===== src/rtl/quadrature_position_velocity_core_macros.svh =====
// Assertion macros shared by the RTL modules.
`ifndef QUADRATURE_POSITION_VELOCITY_CORE_MACROS_SVH
`define QUADRATURE_POSITION_VELOCITY_CORE_MACROS_SVH

// Same-cycle implication, disabled while reset is asserted.
`define QPV_ASSERT_IMP(lbl, clk_s, rst_s, ante, cons) \
  lbl: assert property (@(posedge clk_s) disable iff (!rst_s) (ante) |-> (cons)) \
    else $error("qpv assertion failed");

// Next-cycle implication, disabled while reset is asserted.
`define QPV_ASSERT_NXT(lbl, clk_s, rst_s, ante, cons) \
  lbl: assert property (@(posedge clk_s) disable iff (!rst_s) (ante) |=> (cons)) \
    else $error("qpv assertion failed");

`endif


===== src/rtl/qpv_pkg.sv =====
package qpv_pkg;

  localparam int unsigned FRACTION_BITS_DEF    = 16;
  localparam int unsigned TICKS_PER_SECOND_DEF = 1000000;

  localparam int unsigned PULSES_PER_REV_DEFAULT = 3600;
  localparam int unsigned EDGES_PER_PULSE        = 2;
  localparam int unsigned EPR_W                  = 16;
  localparam logic [EPR_W-1:0] EPR_RESET =
    EPR_W'(PULSES_PER_REV_DEFAULT * EDGES_PER_PULSE);

  // Divisor width: edges per revolution times a 32-bit time step.
  localparam int unsigned DEN_W = EPR_W + 32;

  localparam int unsigned CFG_IDX_W = 1;
  localparam logic [CFG_IDX_W-1:0] CFG_EDGES_PER_REV = 1'd0;
  localparam logic [CFG_IDX_W-1:0] CFG_REVERSE_COUNT = 1'd1;

  localparam logic [1:0] STATUS_OK      = 2'd0;
  localparam logic [1:0] STATUS_DT_ZERO = 2'd1;
  localparam logic [1:0] STATUS_VEL_SAT = 2'd2;

  typedef enum logic [1:0] {
    CMD_EDGE_A,
    CMD_EDGE_B,
    CMD_TICK,
    CMD_SET_REF
  } cmd_t;

  typedef enum logic [3:0] {
    S_IDLE,
    S_EXEC,
    S_MUL_N,
    S_MUL_D,
    S_DIV_VEL,
    S_REF,
    S_REF_WB,
    S_ANG_START,
    S_ANG_WAIT,
    S_DONE
  } seq_state_t;

  typedef struct packed {
    cmd_t               cmd;
    logic               level_a;
    logic               level_b;
    logic [31:0]        time_us;
    logic signed [31:0] new_angle;
  } item_t;

  typedef struct packed {
    logic signed [31:0] position_count;
    logic signed [31:0] angle;
    logic signed [31:0] velocity;
    logic [1:0]         status;
  } result_t;

  typedef struct packed {
    logic start;
    logic neg;
  } div_req_t;

  typedef struct packed {
    logic        busy;
    logic        done;
    logic        sat;
    logic [31:0] quot;
  } div_rsp_t;

  function automatic logic [31:0] sat_limit(input logic neg);
    return neg ? 32'h8000_0000 : 32'h7FFF_FFFF;
  endfunction

  function automatic logic [31:0] mag32(input logic [31:0] p);
    return p[31] ? (32'd0 - p) : p;
  endfunction

  function automatic logic [31:0] apply_sign(input logic [31:0] m, input logic neg);
    return neg ? (32'd0 - m) : m;
  endfunction

endpackage


===== src/rtl/qpv_div.sv =====
module qpv_div #(
  parameter int unsigned NUM_W = 68,
  parameter int unsigned DEN_W = 48
) (
  input  logic             clk,
  input  logic             rst_n,
  input  qpv_pkg::div_req_t req,
  input  logic [NUM_W-1:0] num,
  input  logic [DEN_W-1:0] den,
  output qpv_pkg::div_rsp_t rsp
);
  import qpv_pkg::*;

  `include "quadrature_position_velocity_core_macros.svh"

  localparam int unsigned CNT_W = $clog2(NUM_W + 1);

  logic [NUM_W-1:0] num_r;
  logic [DEN_W-1:0] den_r;
  logic [DEN_W-1:0] rem_r;
  logic [31:0]      q_r;
  logic             ovf_r;
  logic             neg_r;
  logic [CNT_W-1:0] cnt_r;
  logic             busy_r;
  logic             done_r;

  logic [DEN_W:0]   trial;
  logic [DEN_W:0]   diff;
  logic             ge;
  logic [31:0]      lim;
  logic             over;

  assign trial = {rem_r, num_r[NUM_W-1]};
  assign diff  = trial - {1'b0, den_r};
  assign ge    = (trial >= {1'b0, den_r});

  always_ff @(posedge clk) begin
    if (!rst_n) begin
      busy_r <= 1'b0;
      done_r <= 1'b0;
      cnt_r  <= '0;
    end else begin
      done_r <= 1'b0;
      if (req.start) begin
        busy_r <= 1'b1;
        cnt_r  <= CNT_W'(NUM_W);
      end else if (busy_r) begin
        cnt_r <= cnt_r - CNT_W'(1);
        if (cnt_r == CNT_W'(1)) begin
          busy_r <= 1'b0;
          done_r <= 1'b1;
        end
      end
    end
  end

  always_ff @(posedge clk) begin
    if (req.start) begin
      num_r <= num;
      den_r <= den;
      rem_r <= '0;
      q_r   <= '0;
      ovf_r <= 1'b0;
      neg_r <= req.neg;
    end else if (busy_r) begin
      num_r <= {num_r[NUM_W-2:0], 1'b0};
      rem_r <= ge ? diff[DEN_W-1:0] : trial[DEN_W-1:0];
      q_r   <= {q_r[30:0], ge};
      ovf_r <= ovf_r | q_r[31];
    end
  end

  assign lim  = sat_limit(neg_r);
  assign over = ovf_r || (q_r > lim);

  assign rsp.busy = busy_r;
  assign rsp.done = done_r;
  assign rsp.sat  = over;
  assign rsp.quot = over ? lim : q_r;

  `QPV_ASSERT_IMP(a_no_start_busy, clk, rst_n, req.start, !busy_r && !done_r)
  `QPV_ASSERT_NXT(a_done_after_last, clk, rst_n, busy_r && cnt_r == CNT_W'(1), done_r && !busy_r)
  `QPV_ASSERT_IMP(a_sat_is_limit, clk, rst_n, done_r && over, rsp.quot == sat_limit(neg_r))

endmodule


===== src/rtl/qpv_seq.sv =====
module qpv_seq #(
  parameter int unsigned FRACTION_BITS    = 16,
  parameter int unsigned TICKS_PER_SECOND = 1000000,
  parameter int unsigned NUM_W            = 68
) (
  input  logic                     clk,
  input  logic                     rst_n,
  input  logic                     in_valid,
  output logic                     in_ready,
  input  qpv_pkg::item_t           item,
  input  logic [qpv_pkg::EPR_W-1:0] epr,
  input  logic                     invert,
  output logic                     res_valid,
  input  logic                     res_ready,
  output qpv_pkg::result_t         res
);
  import qpv_pkg::*;

  `include "quadrature_position_velocity_core_macros.svh"

  localparam int unsigned NMAG_W = NUM_W - FRACTION_BITS;

  seq_state_t state_r, state_nxt;

  cmd_t        cmd_r, cmd_nxt;
  logic        lvl_a_r, lvl_a_nxt;
  logic        lvl_b_r, lvl_b_nxt;
  logic [31:0] time_r, time_nxt;
  logic [31:0] na_r, na_nxt;
  logic [31:0] mag_r, mag_nxt;
  logic        neg_r, neg_nxt;
  logic [31:0] dt_r, dt_nxt;
  logic [63:0] prod_r, prod_nxt;
  logic [31:0] edge_count_r, edge_count_nxt;
  logic [31:0] last_cnt_r, last_cnt_nxt;
  logic [31:0] last_time_r, last_time_nxt;
  logic [31:0] vel_r, vel_nxt;
  logic [31:0] angle_r, angle_nxt;
  logic [1:0]  status_r, status_nxt;

  logic [EPR_W-1:0] epr_eff;
  logic [31:0]      tick_dt;
  logic [31:0]      tick_delta;
  logic [31:0]      mul_a, mul_b;
  logic [63:0]      product;
  logic [47:0]      ref_m;
  logic [47:0]      ref_lim;
  logic [47:0]      ref_clip;
  logic             up;

  div_req_t         div_req;
  logic [NUM_W-1:0] div_num;
  logic [DEN_W-1:0] div_den;
  div_rsp_t         div_rsp;

  assign epr_eff    = (epr == '0) ? EPR_W'(1) : epr;
  assign tick_dt    = time_r - last_time_r;
  assign tick_delta = edge_count_r - last_cnt_r;

  always_comb begin
    mul_a = '0;
    mul_b = '0;
    case (state_r)
      S_MUL_N: begin
        mul_a = mag_r;
        mul_b = 32'(TICKS_PER_SECOND);
      end
      S_MUL_D: begin
        mul_a = dt_r;
        mul_b = 32'(epr_eff);
      end
      S_REF: begin
        mul_a = mag_r;
        mul_b = 32'(epr_eff);
      end
      default: begin
      end
    endcase
  end

  assign product = 64'(mul_a) * 64'(mul_b);

  assign ref_m    = prod_r[47:0] >> FRACTION_BITS;
  assign ref_lim  = 48'(sat_limit(neg_r));
  assign ref_clip = (ref_m > ref_lim) ? ref_lim : ref_m;

  always_comb begin
    up = lvl_a_r ^ lvl_b_r;
    if (cmd_r == CMD_EDGE_B) begin
      up = !up;
    end
    if (invert) begin
      up = !up;
    end
  end

  always_comb begin
    state_nxt = state_r;
    case (state_r)
      S_IDLE: begin
        if (in_valid) begin
          state_nxt = S_EXEC;
        end
      end
      S_EXEC: begin
        case (cmd_r)
          CMD_EDGE_A, CMD_EDGE_B: state_nxt = S_ANG_START;
          CMD_TICK: state_nxt = (tick_dt == 32'd0) ? S_ANG_START : S_MUL_N;
          CMD_SET_REF: state_nxt = S_REF;
          default: state_nxt = S_ANG_START;
        endcase
      end
      S_MUL_N:     state_nxt = S_MUL_D;
      S_MUL_D:     state_nxt = S_DIV_VEL;
      S_DIV_VEL: begin
        if (div_rsp.done) begin
          state_nxt = S_ANG_START;
        end
      end
      S_REF:       state_nxt = S_REF_WB;
      S_REF_WB:    state_nxt = S_ANG_START;
      S_ANG_START: state_nxt = S_ANG_WAIT;
      S_ANG_WAIT: begin
        if (div_rsp.done) begin
          state_nxt = S_DONE;
        end
      end
      S_DONE: begin
        if (res_ready) begin
          state_nxt = S_IDLE;
        end
      end
      default: state_nxt = S_IDLE;
    endcase
  end

  always_comb begin
    cmd_nxt        = cmd_r;
    lvl_a_nxt      = lvl_a_r;
    lvl_b_nxt      = lvl_b_r;
    time_nxt       = time_r;
    na_nxt         = na_r;
    mag_nxt        = mag_r;
    neg_nxt        = neg_r;
    dt_nxt         = dt_r;
    prod_nxt       = prod_r;
    edge_count_nxt = edge_count_r;
    last_cnt_nxt   = last_cnt_r;
    last_time_nxt  = last_time_r;
    vel_nxt        = vel_r;
    angle_nxt      = angle_r;
    status_nxt     = status_r;
    div_req        = '0;
    div_num        = '0;
    div_den        = '0;
    in_ready       = 1'b0;
    res_valid      = 1'b0;
    case (state_r)
      S_IDLE: begin
        in_ready = 1'b1;
        if (in_valid) begin
          cmd_nxt   = item.cmd;
          lvl_a_nxt = item.level_a;
          lvl_b_nxt = item.level_b;
          time_nxt  = item.time_us;
          na_nxt    = item.new_angle;
        end
      end
      S_EXEC: begin
        status_nxt = STATUS_OK;
        case (cmd_r)
          CMD_EDGE_A, CMD_EDGE_B: begin
            edge_count_nxt = up ? (edge_count_r + 32'd1) : (edge_count_r - 32'd1);
          end
          CMD_TICK: begin
            mag_nxt = mag32(tick_delta);
            neg_nxt = tick_delta[31];
            dt_nxt  = tick_dt;
            if (tick_dt == 32'd0) begin
              status_nxt = STATUS_DT_ZERO;
            end
          end
          CMD_SET_REF: begin
            mag_nxt = mag32(na_r);
            neg_nxt = na_r[31];
          end
          default: begin
          end
        endcase
      end
      S_MUL_N: begin
        prod_nxt = product;
      end
      S_MUL_D: begin
        div_req.start = 1'b1;
        div_req.neg   = neg_r;
        div_num       = NUM_W'({prod_r[NMAG_W-1:0], {FRACTION_BITS{1'b0}}});
        div_den       = product[DEN_W-1:0];
      end
      S_DIV_VEL: begin
        if (div_rsp.done) begin
          vel_nxt       = apply_sign(div_rsp.quot, neg_r);
          last_cnt_nxt  = edge_count_r;
          last_time_nxt = time_r;
          if (div_rsp.sat) begin
            status_nxt = STATUS_VEL_SAT;
          end
        end
      end
      S_REF: begin
        prod_nxt = product;
      end
      S_REF_WB: begin
        edge_count_nxt = apply_sign(ref_clip[31:0], neg_r);
      end
      S_ANG_START: begin
        div_req.start = 1'b1;
        div_req.neg   = edge_count_r[31];
        div_num       = NUM_W'({mag32(edge_count_r), {FRACTION_BITS{1'b0}}});
        div_den       = DEN_W'(epr_eff);
      end
      S_ANG_WAIT: begin
        if (div_rsp.done) begin
          angle_nxt = apply_sign(div_rsp.quot, edge_count_r[31]);
        end
      end
      S_DONE: begin
        res_valid = res_ready;
      end
      default: begin
      end
    endcase
  end

  always_ff @(posedge clk) begin
    if (!rst_n) begin
      state_r      <= S_IDLE;
      edge_count_r <= '0;
      last_cnt_r   <= '0;
      last_time_r  <= '0;
      vel_r        <= '0;
    end else begin
      state_r      <= state_nxt;
      edge_count_r <= edge_count_nxt;
      last_cnt_r   <= last_cnt_nxt;
      last_time_r  <= last_time_nxt;
      vel_r        <= vel_nxt;
    end
  end

  always_ff @(posedge clk) begin
    cmd_r    <= cmd_nxt;
    lvl_a_r  <= lvl_a_nxt;
    lvl_b_r  <= lvl_b_nxt;
    time_r   <= time_nxt;
    na_r     <= na_nxt;
    mag_r    <= mag_nxt;
    neg_r    <= neg_nxt;
    dt_r     <= dt_nxt;
    prod_r   <= prod_nxt;
    angle_r  <= angle_nxt;
    status_r <= status_nxt;
  end

  qpv_div #(
    .NUM_W (NUM_W),
    .DEN_W (DEN_W)
  ) u_div (
    .clk   (clk),
    .rst_n (rst_n),
    .req   (div_req),
    .num   (div_num),
    .den   (div_den),
    .rsp   (div_rsp)
  );

  assign res.position_count = edge_count_r;
  assign res.angle          = angle_r;
  assign res.velocity       = vel_r;
  assign res.status         = status_r;

  `QPV_ASSERT_IMP(a_vel_wait_div, clk, rst_n, state_r == S_DIV_VEL, div_rsp.busy || div_rsp.done)
  `QPV_ASSERT_IMP(a_ang_wait_div, clk, rst_n, state_r == S_ANG_WAIT, div_rsp.busy || div_rsp.done)
  `QPV_ASSERT_IMP(a_idle_div_free, clk, rst_n, state_r == S_IDLE, !div_rsp.busy && !div_rsp.done)

endmodule


===== src/rtl/quadrature_position_velocity_core.sv =====
// An edge beat or a zero-step tick runs one angle division; a velocity tick runs a velocity
// division first and set reference rescales the count first. The dividend is NUM_W bits, with
// NUM_W = 32 + clog2(TICKS_PER_SECOND + 1) + FRACTION_BITS (68 by default).
// One shared bit-serial divider; a new beat is taken only once the last result is handed on.
// Reset (rst_n low, synchronous) clears the count, samples and velocity, sets edges_per_rev
// to 7200 and count reversal off, and empties the output register.
module quadrature_position_velocity_core #(
  parameter int unsigned FRACTION_BITS    = qpv_pkg::FRACTION_BITS_DEF,
  parameter int unsigned TICKS_PER_SECOND = qpv_pkg::TICKS_PER_SECOND_DEF
) (
  input  logic                         clk,
  input  logic                         rst_n,
  input  logic                         in_tvalid,
  output logic                         in_tready,
  // level_a, level_b, time_us, new_angle, zero fill
  input  logic [71:0]                  in_tdata,
  // cmd
  input  logic [1:0]                   in_tuser,
  output logic                         out_tvalid,
  input  logic                         out_tready,
  // position_count, angle, velocity
  output logic [95:0]                  out_tdata,
  // status
  output logic [1:0]                   out_tuser,
  input  logic                         cfg_we,
  input  logic [qpv_pkg::CFG_IDX_W-1:0] cfg_index,
  input  logic [qpv_pkg::EPR_W-1:0]     cfg_wdata
);
  import qpv_pkg::*;

  localparam int unsigned TPS_W = $clog2(TICKS_PER_SECOND + 1);
  localparam int unsigned NUM_W = 32 + TPS_W + FRACTION_BITS;

  logic [EPR_W-1:0] epr_r;
  logic             invert_r;
  logic             out_valid_r;
  logic [95:0]      out_tdata_r;
  logic [1:0]       out_tuser_r;

  item_t   item;
  result_t res;
  logic    res_valid;
  logic    res_ready;

  always_ff @(posedge clk) begin
    if (!rst_n) begin
      epr_r    <= EPR_RESET;
      invert_r <= 1'b0;
    end else if (cfg_we) begin
      case (cfg_index)
        CFG_EDGES_PER_REV: epr_r <= cfg_wdata;
        CFG_REVERSE_COUNT: invert_r <= cfg_wdata[0];
        default: begin
        end
      endcase
    end
  end

  assign item.cmd       = cmd_t'(in_tuser[1:0]);
  assign item.level_a   = in_tdata[0];
  assign item.level_b   = in_tdata[1];
  assign item.time_us   = in_tdata[33:2];
  assign item.new_angle = in_tdata[65:34];

  assign res_ready = !out_valid_r || out_tready;

  qpv_seq #(
    .FRACTION_BITS    (FRACTION_BITS),
    .TICKS_PER_SECOND (TICKS_PER_SECOND),
    .NUM_W            (NUM_W)
  ) u_seq (
    .clk       (clk),
    .rst_n     (rst_n),
    .in_valid  (in_tvalid),
    .in_ready  (in_tready),
    .item      (item),
    .epr       (epr_r),
    .invert    (invert_r),
    .res_valid (res_valid),
    .res_ready (res_ready),
    .res       (res)
  );

  always_ff @(posedge clk) begin
    if (!rst_n) begin
      out_valid_r <= 1'b0;
    end else if (res_valid) begin
      out_valid_r <= 1'b1;
    end else if (out_tready) begin
      out_valid_r <= 1'b0;
    end
  end

  always_ff @(posedge clk) begin
    if (res_valid) begin
      out_tdata_r <= {res.velocity, res.angle, res.position_count};
      out_tuser_r <= res.status;
    end
  end

  assign out_tvalid = out_valid_r;
  assign out_tdata  = out_tdata_r;
  assign out_tuser  = out_tuser_r;

endmodule

===== config.mk =====
export PLATFORM = sky130hd
export DESIGN_NAME = quadrature_position_velocity_core
export DESIGN_NICKNAME = d
export VERILOG_FILES = /design/src/rtl/qpv_pkg.sv /design/src/rtl/qpv_div.sv /design/src/rtl/qpv_seq.sv /design/src/rtl/quadrature_position_velocity_core.sv
export VERILOG_INCLUDE_DIRS = /design/src /design/src/rtl
export SDC_FILE = /design/constraint.sdc
export NUM_CORES = 2
export LEC_CHECK = 0
export ABC_AREA = 1
export ABC_CLOCK_PERIOD_IN_PS = 10170
export BUFFER_PORTS_ARGS = -buffer_cell sky130_fd_sc_hd__buf_2
export CAP_MARGIN = 20
export CORE_UTILIZATION = 65
export DETAILED_ROUTE_END_ITERATION = 8
export PLACE_DENSITY = 0.94
export SKIP_CTS_REPAIR_TIMING = 1
export SYNTH_ARGS = -nofsm -noshare
export SYNTH_HDL_FRONTEND = slang
export SYNTH_HIERARCHICAL = 1
export SYNTH_SLANG_ARGS = --single-unit

===== constraint.sdc =====
create_clock -name clk -period 10.17 [get_ports clk]
set_input_delay 1.5255 -clock clk [delete_from_list [all_inputs] [get_ports clk]]
set_output_delay 1.5255 -clock clk [all_outputs]
set_load 0.01 [all_outputs]

==> metrics.md <==
| Metric | Value |
|---|---|
| Outcome | complete, no violations |
| Number of global-route vias before repair | roughly 55000 |
| Detailed-placement wirelength estimate | around 150 mm |
| Initial core utilization | 0.659 |
| Final critical delay including setup and external delays | 9420 ps |
| Maximum number of pins on one net before global-route repair | 99 |
| Final hold viol count | 0 |
| Number of buffers created by CTS | 76 |
| Max Fanout on Critical Path | 33 |
| Power per cell area | between 200 and 300 nW/um^2 |
| H-tree depth | 3 |
| Hold slack final | approximately 430 ps |
| Endpoint type of the worst setup path | flop |
| Filler Cell Count | 7135 |
| Diodes inserted | 0 |
| Synthesis Warnings | 6 |
| Total GRT Usage | 0.398 |
| Max-slew violation total from the final report | 0 |
| TritonCTS Sinks | around 670 |
| Number of nets still failing antenna checks after routing | 0 |
| Setup tns final | 0 ps |
| Peak supply drop | about 0.28 mV |
| Initial antenna violation count | 0 |
| Cells after DPL | 9296 |
| Unrepaired setup endpoints after global routing | false |
| Type of element launching the critical path | flop |
| Worst path required time | 10680 ps |
| Worst relative slew slack | 0.0552 |
| Category of the critical setup timing path | flop to flop |
| Clock latency reported for the late side of the worst-skew pair | 670 ps |
| Number of remaining DRC errors | 0 |
| Largest stage delay, worst path | slightly above 1000 ps |
| Min-Delay Path Class | flop to flop |
| Height of the die | roughly 310 um |
| Number of input and output port buffers inserted | 189 |
| Arrival time worst endpoint | ~9900 ps |
| Total setup violations reported at the end of the flow | 0 |
| TritonCTS clock tree | yes |
| Mapped Cells | about 8000 |
| Maximum clock frequency | around 0.11 GHz |
| Maximum count of clock buffers along a single path | 3 |
| Number of nets in the finished design | just over 9000 |
| Number of non-filler instances in the completed layout | 9440 |
| Buffer cell driving the clock tree root | clkbuf_16 |
| Netlist area before placement | 61800 sq um |
| P_leak | about 33 nW |
| Post-Syn Area per Cell | 7.73 sq um |
| Via density per instance | a little under 6 |
| First-pass detailed-route iteration total | 9 |
| Measured slew at the worst slew-check pin | around 1400 ps |
| Final wirelength | roughly 190 mm |
| Routability congestion estimate | between 1 and 1.5 |
| Post-CTS clock slew at the launch and capture registers of the worst setup and hold paths | ~60 ps |
| Width of the die | 310 um |
| Number of max-cap violations | 0 |
| Fin crit share | 0.927 |
| Fraction of layout cells with a size suffix above 1 | 0.0734 |
| Setup clock skew after layout | slightly above 50 ps |
| Placeable Area | 93700 sq um |
| Worst-path cell with the longest stage delay | a22oi_1 |
| Global route total overflow | 0 |
| Total I/O pin count | 196 |
| Cell row count | 112 |
| Mean routed wirelength per cell | approximately 20 um |
| First-pass GRT wire length | 295 mm |
| Number of violations reported at the end of detailed-routing iteration 0 | between 6000 and 7000 |
| Vias | 56100 |
| Die Outline Area | ~96000 sq um |
| Syn-to-layout area delta | 8.07% |
## registers in the layout, indices dropped and copies added, names as in the netlist, 2 cells and up
signal,count
epr_r,16
out_tdata,96
out_tuser,2
u_seq/angle_r,32
u_seq/cmd_r,2
u_seq/dt_r,32
u_seq/edge_count_r,32
u_seq/last_cnt_r,32
u_seq/last_time_r,32
u_seq/mag_r,32
u_seq/na_r,32
u_seq/prod_r,52
u_seq/state_r,4
u_seq/status_r,2
u_seq/time_r,32
u_seq/u_div/cnt_r,7
u_seq/u_div/den_r,48
u_seq/u_div/num_r,68
u_seq/u_div/q_r,32
u_seq/u_div/rem_r,48
u_seq/vel_r,32
## through the flow
stage | cell area, sq um | worst slack [ps] | total power, mW | util
2_1_floorplan | 61800 | 2040 | 11.3 | -
3_3_place_gp | 64000 | 1100 | 14.0 | 0.683
3_5_place_dp | 64100 | 1050 | 14.2 | 0.683
4_1_cts | 66700 | 1000 | 17.2 | 0.711
5_1_grt | 66700 | 359 | 18.7 | 0.712
6_report | 66700 | 746 | 17.6 | 0.712
## routing by layer
metal | routed length (um) | up-vias | global-route usage
met5 | 0 | - | 0
met1 | 70600 | 26200 | 0.495
met3 | 19900 | 858 | 0.0813
met4 | 13400 | 0 | 0.250
met2 | 86800 | 3578 | 0.635
li1 | - | 25500 | -
## power by group
part,internal [mW],leakage [nW],switching [mW],total [mW]
Combinational,3.05,25.9,7.59,10.6
Sequential,3.68,5.99,0.438,4.12
Clock,1.60,1.25,1.24,2.84
Total,8.33,33.1,9.27,17.6
## cell usage in the layout, fill, tap and decap left out, drive strengths merged, types with 6 or more instances in the layout
| master | n |
|---|---|
| nand4 | 97 |
| conb | 16 |
| and2 | 6 |
| edfxtp | 434 |
| nand3b | 14 |
| o211ai | 26 |
| o21ai | 420 |
| a21boi | 23 |
| o21bai | 27 |
| nor4 | 24 |
| clkinvlp | 10 |
| nor2 | 784 |
| xnor2 | 48 |
| o22ai | 35 |
| xor2 | 126 |
| a22oi | 17 |
| inv | 1503 |
| o21a | 18 |
| clkbuf | 102 |
| dfxtp | 240 |
| ha | 378 |
| or2 | 14 |
| nor3 | 71 |
| nand3 | 340 |
| fa | 530 |
| buf | 289 |
| a21oi | 459 |
| a31oi | 45 |
| nand2 | 1995 |
| clkinv | 39 |
| a21o | 8 |
## layout make-up
type	instances	area, sq um	share of cell area
repair buffers	289	1770	0.0266
clock buffers	102	2190	0.0328
inverters	1515	5690	0.0852
clock inverters	39	425	0.00637
multi-input cells	5567	37300	0.558
flip-flops and latches	674	17800	0.267
well taps	1254	1570	0.0235
## worst max-delay path, delay by kind of cell, from the launching register on
family	cells	cell delay, ps
flops	1	460
fa+ha+maj	8	3950
buf+inv	9	1640
xor+xnor	1	330
compound gates	2	1410
simple gates	11	1440
## worst paths after layout
kind	startpoint	end	slack [ps]	cells past startpoint
setup / recovery	u_seq/state_r[3]	u_seq/u_div/den_r[41]	750	31
hold / removal	u_seq/angle_r[4]	out_tdata[36]	430	0
setup reg to reg	u_seq/state_r[3]	u_seq/u_div/den_r[41]	750	31
hold reg to reg	u_seq/angle_r[4]	out_tdata[36]	430	0
Note: power is estimated with default switching activity, not from simulation.
